--- config.mk ---
export PLATFORM = sky130hd
export DESIGN_NAME = callsign_frame_decoder_unit
export DESIGN_NICKNAME = d
export VERILOG_FILES = /design/src/sv/cfd_pkg.sv /design/src/sv/callsign_frame_decoder_unit.sv
export SDC_FILE = /design/constraint.sdc
export NUM_CORES = 1
export LEC_CHECK = 0
export ABC_AREA = 1
export BUFFER_PORTS_ARGS = -buffer_cell sky130_fd_sc_hd__buf_2
export CAP_MARGIN = 20
export CORE_ASPECT_RATIO = 0.7
export CORE_MARGIN = 2
export CORE_UTILIZATION = 53
export CTS_BUF_LIST = sky130_fd_sc_hd__clkbuf_2 sky130_fd_sc_hd__clkbuf_4 sky130_fd_sc_hd__clkbuf_8
export CTS_CLUSTER_SIZE = 14
export DETAILED_ROUTE_END_ITERATION = 12
export PLACE_DENSITY = 0.84
export SLEW_MARGIN = 0
export SYNTH_ARGS = -nofsm -noshare
export SYNTH_HDL_FRONTEND = slang
export SYNTH_SLANG_ARGS = --single-unit
--- constraint.sdc ---
create_clock -name clock -period 6.7 [get_ports clock]
set_input_delay 1.34 -clock clock [delete_from_list [all_inputs] [get_ports clock]]
set_output_delay 1.34 -clock clock [all_outputs]
set_load 0.01 [all_outputs]
--- src/sv/cfd_pkg.sv ---
// Shared types and constants for the callsign frame decoder.
// Used by callsign_frame_decoder_unit; depends on nothing else.
`default_nettype none

package cfd_pkg;

   localparam int unsigned MaxCallsign = 8;
   localparam int unsigned MaxFrame    = 255;
   localparam int unsigned QueueDepth  = 4;

   typedef enum logic [1:0] {
      KIND_FID    = 2'd0,
      KIND_DATA   = 2'd1,
      KIND_STATUS = 2'd2
   } kind_type;

   typedef enum logic [1:0] {
      ST_OK       = 2'd0,
      ST_CALLSIGN = 2'd1,
      ST_INVALID  = 2'd2,
      ST_LENGTH   = 2'd3
   } status_type;

   typedef enum logic {
      CSR_CALLSIGN_CHARS = 1'b0,
      CSR_CALLSIGN_LEN   = 1'b1
   } csr_index_type;

   typedef struct packed {
      kind_type   kind;
      logic [7:0] data;
      status_type status;
      logic       last;
   } result_type;

endpackage : cfd_pkg

`default_nettype wire

--- src/sv/callsign_frame_decoder_unit.sv ---
// Callsign frame decoder: parses frames byte by byte and emits results.
// Depends on cfd_pkg for result types, codes and constants.
//
// Usage: frame bytes enter on the req_ channel (valid/stall), one byte per
// transfer, with req_in_last marking the final byte. Each byte is decoded in
// the cycle it is accepted and its results (function ID, data byte and, on
// the final byte, an end-of-frame status) are written into a four-entry
// result queue that drives the rsp_ channel. Results reach rsp_ only from the
// registered queue, never straight from the decode. One byte can be accepted every cycle;
// req_stall rises only when the queue holds more than two results, so the
// rate is one byte per cycle as long as the result side keeps up with the
// results produced (up to two per byte on the final byte of a frame).
// When the receiver stalls, the head result holds steady and the queue
// fills until input is stalled. Reset empties the queue, restarts frame
// parsing and sets the expected callsign to zero with a length of one.
// The csr_ port writes the callsign (index 0) and its length (index 1);
// writes are meant to happen only while no frame is in progress.
`default_nettype none

module callsign_frame_decoder_unit (
   input  wire logic                   clock,
   input  wire logic                   reset,
   input  wire logic                   req_valid,
   output      logic                   req_stall,
   input  wire logic [7:0]             req_in_byte,
   input  wire logic                   req_in_last,
   output      logic                   rsp_valid,
   input  wire logic                   rsp_stall,
   output      cfd_pkg::kind_type      rsp_out_kind,
   output      logic [7:0]             rsp_out_byte,
   output      cfd_pkg::status_type    rsp_frame_status,
   output      logic                   rsp_out_last,
   input  wire logic                   csr_wr_en,
   input  wire cfd_pkg::csr_index_type csr_index,
   input  wire logic [63:0]            csr_wdata
);
   import cfd_pkg::*;

   localparam int unsigned PtrWidth = $clog2(QueueDepth);

   logic [7:0][7:0] chars_ff;
   logic [3:0]      cs_len_ff;

   logic [7:0] pos_ff,  pos_in;
   logic       bad_ff,  bad_in;
   logic [7:0] len_ff,  len_in;
   logic       over_ff, over_in;

   result_type            queue_ff [QueueDepth];
   logic [PtrWidth-1:0]   wr_ptr_ff, wr_ptr_in;
   logic [PtrWidth-1:0]   rd_ptr_ff, rd_ptr_in;
   logic [PtrWidth:0]     count_ff, count_in;

   logic       accept;
   logic       pop;
   logic [3:0] used_len;
   logic [7:0] used_len8;
   logic [7:0] count_bytes;
   logic       at_end;
   logic       cs_bad_now;
   logic       over_now;
   logic       emit_byte;
   kind_type   byte_kind;
   status_type status;
   result_type res0, res1;
   logic [1:0] push_num;

   always_comb begin
      used_len = cs_len_ff;
      if (cs_len_ff == 4'd0) begin
         used_len = 4'd1;
      end else if (cs_len_ff > 4'(MaxCallsign)) begin
         used_len = 4'(MaxCallsign);
      end
   end
   assign used_len8 = {4'd0, used_len};

   assign req_stall = (count_ff > (PtrWidth+1)'(QueueDepth - 2));
   assign accept    = req_valid && !req_stall;
   assign rsp_valid = (count_ff != '0);
   assign pop       = rsp_valid && !rsp_stall;

   // Per-byte decode and the next frame state.
   always_comb begin
      at_end     = (pos_ff >= 8'(MaxFrame));
      over_now   = over_ff || at_end;
      cs_bad_now = bad_ff;
      len_in     = len_ff;
      emit_byte  = 1'b0;
      byte_kind  = KIND_DATA;
      pos_in     = pos_ff;
      if (!at_end) begin
         if (pos_ff < used_len8) begin
            if (chars_ff[pos_ff[2:0]] != req_in_byte) begin
               cs_bad_now = 1'b1;
            end
         end else if (pos_ff == used_len8) begin
            emit_byte = 1'b1;
            byte_kind = KIND_FID;
         end else if (pos_ff == used_len8 + 8'd1) begin
            len_in = req_in_byte;
         end else begin
            emit_byte = 1'b1;
            byte_kind = KIND_DATA;
         end
         pos_in = pos_ff + 8'd1;
      end
      count_bytes = pos_in;

      if (over_now || (count_bytes < used_len8 + 8'd1)) begin
         status = ST_INVALID;
      end else if (cs_bad_now) begin
         status = ST_CALLSIGN;
      end else if (count_bytes == used_len8 + 8'd1) begin
         status = ST_OK;
      end else if (len_in != (count_bytes - used_len8 - 8'd2)) begin
         status = ST_LENGTH;
      end else begin
         status = ST_OK;
      end

      bad_in  = cs_bad_now;
      over_in = over_now;
      if (req_in_last) begin
         pos_in  = 8'd0;
         bad_in  = 1'b0;
         len_in  = 8'd0;
         over_in = 1'b0;
      end
   end

   // Results of this byte, in delivery order.
   always_comb begin
      res0     = '{kind: KIND_STATUS, data: 8'd0, status: status, last: 1'b1};
      res1     = res0;
      push_num = 2'd0;
      if (emit_byte) begin
         res0     = '{kind: byte_kind, data: req_in_byte, status: ST_OK,
                      last: !req_in_last};
         push_num = req_in_last ? 2'd2 : 2'd1;
      end else if (req_in_last) begin
         push_num = 2'd1;
      end
      if (!accept) begin
         push_num = 2'd0;
      end
   end

   assign wr_ptr_in = wr_ptr_ff + PtrWidth'(push_num);
   assign rd_ptr_in = rd_ptr_ff + PtrWidth'(pop);
   assign count_in  = count_ff + (PtrWidth+1)'(push_num) - (PtrWidth+1)'(pop);

   always_ff @(posedge clock) begin
      if (reset) begin
         pos_ff    <= 8'd0;
         bad_ff    <= 1'b0;
         len_ff    <= 8'd0;
         over_ff   <= 1'b0;
         wr_ptr_ff <= '0;
         rd_ptr_ff <= '0;
         count_ff  <= '0;
         chars_ff  <= '0;
         cs_len_ff <= 4'd1;
      end else begin
         if (accept) begin
            pos_ff  <= pos_in;
            bad_ff  <= bad_in;
            len_ff  <= len_in;
            over_ff <= over_in;
         end
         wr_ptr_ff <= wr_ptr_in;
         rd_ptr_ff <= rd_ptr_in;
         count_ff  <= count_in;
         if (csr_wr_en) begin
            unique case (csr_index)
               CSR_CALLSIGN_CHARS: chars_ff  <= csr_wdata;
               CSR_CALLSIGN_LEN:   cs_len_ff <= csr_wdata[3:0];
               default:            chars_ff  <= chars_ff;
            endcase
         end
      end
   end

   always_ff @(posedge clock) begin
      if (push_num != 2'd0) begin
         queue_ff[wr_ptr_ff] <= res0;
      end
      if (push_num == 2'd2) begin
         queue_ff[wr_ptr_ff + PtrWidth'(1)] <= res1;
      end
   end

   assign rsp_out_kind     = queue_ff[rd_ptr_ff].kind;
   assign rsp_out_byte     = queue_ff[rd_ptr_ff].data;
   assign rsp_frame_status = queue_ff[rd_ptr_ff].status;
   assign rsp_out_last     = queue_ff[rd_ptr_ff].last;

endmodule : callsign_frame_decoder_unit

`default_nettype wire
==> metrics, run 1 <==
fin crit period 4.85 ns; status finished clean; PwrDens between 200 and 300 mW/mm^2; CTS tree done; post_cts resized 0; Slew @ Worst Pin 0.973 ns; FFs w/ async S/R, synth 0%; initial DRC count between 700 and 800; routed len/inst around 14 um; Clock Latency Late Sink 0.46 ns; synthesized cell area 0.00754 sq mm; Hold Crit Depth 2; most frequent cells in the layout nor2_1, nand2_1, o21ai_0; Clock Path Buffers 2; total gr overflow 0; Setup TNS 0 ns; root buf cell clkbuf_8; EDFF count, synth 8; final worst slack ~1.9 ns; Antenna Cells 0; routability cong. 0.971; Clock Skew 0.0187 ns; slew margin rel. 35.1%; Die H 104 um; unrepaired setup endpoints after global routing no; NumNets Final between 1,000 and 1,500; CP peak stage delay about 0.97 ns; Most used DFF post-synth dfxtp_1; clock transition at the registers of the reported paths around 0.090 ns; Worst Reg-to-Reg Cells 23; hpwl dp 13,400 um; H-tree depth 4; # Post-CTS Setup Buffers 0; Num CTS Buffers 17; post-synthesis sequential area ratio 39.6%; via-per-instance ratio 5.33; Site Rows 36; largest net degree at the start of global routing 70; synth unique cells 41; Mapped Cells 1,075; Mean Syn Cell Area between 7 and 8 sq um; WP data required roughly 6.9 ns; CP max-delay cell dfxtp_1; Final period util a little over 70%; commonest non-fill, non-tap cell in the layout nor2_1; drt pass-1 iters 5; fill count 1,270; CP Capture Type flop; via count of the routed design slightly above 7,000; Fmax achieved 206 MHz; Max Cap Viol 0; Worst Hold Class reg -> reg; die area ~0.015 sq mm; Synth Register Bits 145; I/O pins 94; CP Launch Type flop; Worst VDD drop 0.000132 V; crit-path cells ha_1 -> nand3_2 -> nor2_4 -> inv_4 -> o21ai_0 -> inv_1 -> ha_1 -> inv_1 -> ha_1 -> fa_1 -> a21oi_1 -> inv_1 -> nand2_1 -> nand2_1 -> nand3b_1 -> nand2_1 -> nand2_1 -> nor2_2 -> nand2_2 -> nand2_1 -> nand2_1 -> nand2_2 -> nor2_1; clk sinks 145; largest fanout on the critical path 25; worst setup path category reg -> reg; CP arrival 5.03 ns; worst slack, placed between 1.5 and 2 ns; global-route wire length before repair 31,700 um; number of global-route vias before repair 6,433; Post-Syn Nets 1,182; Starting Density 54.2%; Slew Limit Fails 0; YS warnings 0; initial antenna violation count 0; final core utilization 60.5%; DRT Wirelength about 19,000 um; Hold Vio Cnt, Final 0; Hold-fix buffers, CTS 0; GRT Resource Usage Total 25.5%; I/O Buffers a little over 90; width of the die 147 um; # DRC 0; area added between synthesis and finish 11.7%; Final ANT Viol Nets 0; leak pwr 0.00383 uW; Critical Path Most Common Cell nand2_1; final setup vio count 0; core area 0.0139 sq mm; share of cells above drive strength 1 16.0%
[critical path: cells and delay by family, from the launching register on]
family | cells | cell delay, ns
DFF | 1 | 0.97
and+or+nand+nor | 13 | 1.29
buffers and inverters | 4 | 0.34
adders and majority gates | 4 | 1.29
AOI/OAI and AO/OA | 2 | 0.72
[Yosys cell counts (7+ instances only)]
cell / number / area [sq um]
clkbuf_1: 34 / 128
nor2_2: 7 / 43.8
a21oi_1: 35 / 175
buf_2: 7 / 35.0
nor2_1: 225 / 845
dfxtp_1: 137 / 2740
edfxtp_1: 8 / 240
inv_2: 9 / 33.8
o22ai_1: 17 / 106
nand2_2: 8 / 50.1
nand3_2: 14 / 140
nand2_1: 202 / 758
o21ai_0: 152 / 761
xor2_1: 9 / 78.8
inv_1: 76 / 285
nor3_1: 7 / 35.0
nand3_1: 48 / 240
ha_1: 26 / 325
[power by group]
part | switching [uW] | total, uW | internal [uW] | leakage, uW
Combinational | 486 | 765 | 280 | 0.00243
Clock | 377 | 666 | 290 | 0.000190
Sequential | 75.5 | 1070 | 998 | 0.00120
[stage by stage]
stage | std cells | total power (uW) | cell area (sq um) | hold WS [ns]
global route | 1346 | 2660 | 8420 | 0.476
finish | 1346 | 2510 | 8420 | 0.455
detailed placement | 1313 | 1840 | 8040 | 0.440
CTS | 1345 | 2500 | 8410 | 0.460
floorplan | 1075 | 1620 | 7540 | 0.422
global placement | 1313 | 1820 | 8040 | 0.434
[cell families (layout without fill, tap and decap cells)]
family | count (synthesis) | count (layout) | share of synthesized area (%)
buffers and inverters | 136 | 217 | 7.62
AO/OA/AOI/OAI | 222 | 222 | 15.8
adder cells (fa/ha/maj) | 28 | 28 | 4.85
AND/OR/NAND/NOR | 531 | 531 | 30.7
XOR/XNOR | 12 | 12 | 1.39
other | 1 | 1 | 0.0497
flip-flops | 145 | 145 | 39.6
[flip-flops by register name, summed over array words and instances, names as in the netlist]
signal     flops
over_ff        1
count_ff       3
rd_ptr_ff      2
bad_ff         1
len_ff         8
pos_ff         8
queue_ff      52
chars_ff      64
cs_len_ff      4
wr_ptr_ff      2
[cell type report]
class	instances	area, sq um	share of cell area (%)
tap	190	238	2.82
sequential	145	2980	35.4
inverter	87	332	3.94
multi-input combinational	794	3990	47.4
timing repair buffer	98	503	5.97
clock buffer	19	262	3.11
clock inverter	13	115	1.37
[path summary, 6_finish.rpt]
check                                    start                      endpoint  slack, ns
setup reg to reg        pos_ff[1]$_SDFFE_PP0P_      queue_ff[1][1]$_DFFE_PP_       1.85
setup / recovery        pos_ff[1]$_SDFFE_PP0P_      queue_ff[1][1]$_DFFE_PP_       1.85
hold reg to reg   queue_ff[1][12]$_SDFFE_PP1P_  queue_ff[1][12]$_SDFFE_PP1P_       0.45
hold / removal    queue_ff[1][12]$_SDFFE_PP1P_  queue_ff[1][12]$_SDFFE_PP1P_       0.45
[routing by layer]
metal | part of all wire, % | global-route usage (%) | up-vias | wire length [um]
met5 | 0 | 0 | - | 0
met4 | 1.9 | 8.18 | 0 | 373
met3 | 7.8 | 4.27 | 33 | 1490
met2 | 41 | 36.6 | 301 | 7880
met1 | 49 | 38.8 | 3208 | 9420
li1 | - | - | 3628 | -
(Power assumes the default switching activity.)
==> run 2, diff against run 1 <==
- clock period: 6.7 -> 4.5 ns (I/O delays scaled with it)
==> run 2 against run 1 <==
Compared with the run above: clock skew is 0.0019 ns lower; cell count is 0.67% higher; global-route usage is 1.1 points higher; setup slack worse by 1.3 ns; via count is 2.4% higher; die area stayed put; critical path depth stayed put; first-iteration DRC count is 14% lower; flip-flop and latch count stayed put; hold slack better by 0.0040 ns; maximum frequency is 22% higher; core utilization is 0.98 points higher; critical endpoint is now queue_ff[3][1]$_DFFE_PP_; highest routed layer unchanged.
==> metrics, run 2 (same netlist as run 1, synthesis figures left out) <==
initial antenna violation count 0 (unchanged); crit-path cells ha_1 -> nand3_2 -> nor2_4 -> inv_4 -> o21ai_0 -> buf_4 -> inv_1 -> ha_1 -> inv_1 -> ha_1 -> fa_1 -> a21oi_1 -> nand4_1 -> nand2_1 -> nand2_1 -> nand3_1 -> nand3_1 -> nor2_2 -> nand2_2 -> nand2_1 -> nand2_1 -> nand2_2 -> nor2_1 (was ha_1 -> nand3_2 -> nor2_4 -> inv_4 -> o21ai_0 -> inv_1 -> ha_1 -> inv_1 -> ha_1 -> fa_1 -> a21oi_1 -> inv_1 -> nand2_1 -> nand2_1 -> nand3b_1 -> nand2_1 -> nand2_1 -> nor2_2 -> nand2_2 -> nand2_1 -> nand2_1 -> nand2_2 -> nor2_1); clock transition at the registers of the reported paths 0.09 ns (about the same); CTS tree done (unchanged); # DRC 0 (unchanged); CP max-delay cell fa_1 (was dfxtp_1); global-route wire length before repair 33,000 um (was 31,700 um); Antenna Cells 0 (unchanged); Largest register FFs 64 (unchanged); Die H 104 um (unchanged); H-tree depth 4 (unchanged); most frequent cells in the layout nor2_1, nand2_1, o21ai_0 (unchanged); Max Cap Viol 0 (unchanged); Slew Limit Fails 0 (unchanged); root buf cell clkbuf_8 (unchanged); Final ANT Viol Nets 0 (unchanged); Final period util 88.3% (was 72.3%); largest registers chars_ff x64, queue_ff x52 (unchanged); Slew @ Worst Pin 0.982 ns (was 0.973 ns); final setup vio count 0 (unchanged); via-per-instance ratio 5.42 (was 5.33); I/O Buffers 93 (unchanged); # Post-CTS Setup Buffers 0 (unchanged); core area 0.0139 sq mm (unchanged); Top reg by flops chars_ff (unchanged); unrepaired setup endpoints after global routing no (unchanged); fin crit period 3.97 ns (was 4.85 ns); crit path buf inv count 4 (unchanged); Num CTS Buffers 17 (unchanged); Setup TNS 0 ns (unchanged); Clock Latency Late Sink 0.45 ns (was 0.46 ns); total gr overflow 0 (unchanged); CP peak stage delay 0.40 ns (was 0.97 ns); area added between synthesis and finish 13.5% (was 11.7%); WP data required 4.69 ns (was 6.89 ns); Hold-fix buffers, CTS 0 (unchanged); largest fanout on the critical path 9 (was 25); Worst VDD drop 0.000225 V (was 0.000132 V); status finished clean (unchanged); clk sinks 145 (unchanged); drt pass-1 iters 5 (unchanged); GRT Resource Usage Total 26.6% (was 25.5%); Clock Skew 0.0168 ns (was 0.0187 ns); number of global-route vias before repair 6,807 (was 6,433); Critical Path Most Common Cell nand2_1 (unchanged); final core utilization 61.5% (was 60.5%); largest net degree at the start of global routing 66 (was 70); die area 0.0152 sq mm (unchanged); PwrDens 458 mW/mm^2 (was 298 mW/mm^2); slew margin rel. 34.4% (was 35.1%); CP top delay family simple AND/OR/NAND/NOR gates (unchanged); Worst Hold Class reg -> reg (unchanged); CP arrival 4.17 ns (was 5.03 ns); via count of the routed design 7,344 (was 7,170); CP Capture Type flop (unchanged); NumNets Final 1,259 (was 1,250); Fmax achieved 252 MHz (was 206 MHz); hpwl dp 13,800 um (was 13,400 um); Starting Density 54.2% (unchanged); commonest non-fill, non-tap cell in the layout nor2_1 (unchanged); width of the die 147 um (unchanged); CP Launch Type flop (unchanged); DRT Wirelength 19,700 um (was 19,200 um); worst setup path category reg -> reg (unchanged); Site Rows 36 (unchanged); initial DRC count 609 (was 710); fill count 1,254 (was 1,270); I/O pins 94 (unchanged); Clock Path Buffers 2 (unchanged); routability cong. 0.941 (was 0.971); routed len/inst 14.5 um (was 14.2 um); leak pwr 0.00390 uW (was 0.00383 uW); post_cts resized 0 (unchanged); Hold Vio Cnt, Final 0 (unchanged); share of cells above drive strength 1 16.7% (was 16.0%)
run 2: metrics by stage:
step	worst slack, ns	hold WS [ns]	cells	area, sq um	total power, uW
6_report	0.527	0.459	1355	8560	3920
5_1_grt	0.0926	0.483	1355	8560	4170
4_1_cts	0.436	0.462	1355	8550	3910
3_5_place_dp	0.470	0.442	1323	8110	2780
3_3_place_gp	0.616	0.434	1323	8110	2740
2_1_floorplan	0.817	0.422	1075	7540	2410
run 2: metal layers:
metal  vias up  track usage [%]  share of wire, %
met2       343             37.7                41
met1      3329             39.6                48
li1       3637                -                 -
met4         0             8.74               2.2
met5         -                0                 0
met3        35             6.17               8.5
run 2: worst min-delay path: cells and delay by family (launching register included):
family / cells / cell delay, ns
AND/OR/NAND/NOR: 1 / 0.05
AO/OA/AOI/OAI: 1 / 0.05
flip-flops: 1 / 0.33
run 2: cell type report:
cell class                      count  area [sq um]  share of cell area (%)
Clock buffer                       18           248                    2.90
Tap cell                          190           238                    2.78
Timing Repair Buffer              107           571                    6.67
Multi-Input combinational cell    794          3990                    46.7
Sequential cell                   145          2980                    34.9
Inverter                           87           332                    3.87
Clock inverter                     14           193                    2.25
run 2: worst paths after layout:
kind,cells after the start,startpoint,slack [ns],to
max,23,pos_ff[0]$_SDFFE_PP0P_,0.53,queue_ff[3][1]$_DFFE_PP_
min,2,queue_ff[2][11]$_SDFFE_PP0P_,0.46,queue_ff[2][11]$_SDFFE_PP0P_
max reg2reg,23,pos_ff[0]$_SDFFE_PP0P_,0.53,queue_ff[3][1]$_DFFE_PP_
min reg2reg,2,queue_ff[2][11]$_SDFFE_PP0P_,0.46,queue_ff[2][11]$_SDFFE_PP0P_
run 2: where the power goes:
part / internal (uW) / switching, uW / total (uW)
Combinational: 430 / 749 / 1180
Clock: 584 / 565 / 1150
Sequential: 1490 / 107 / 1590
Total: 2500 / 1420 / 3920
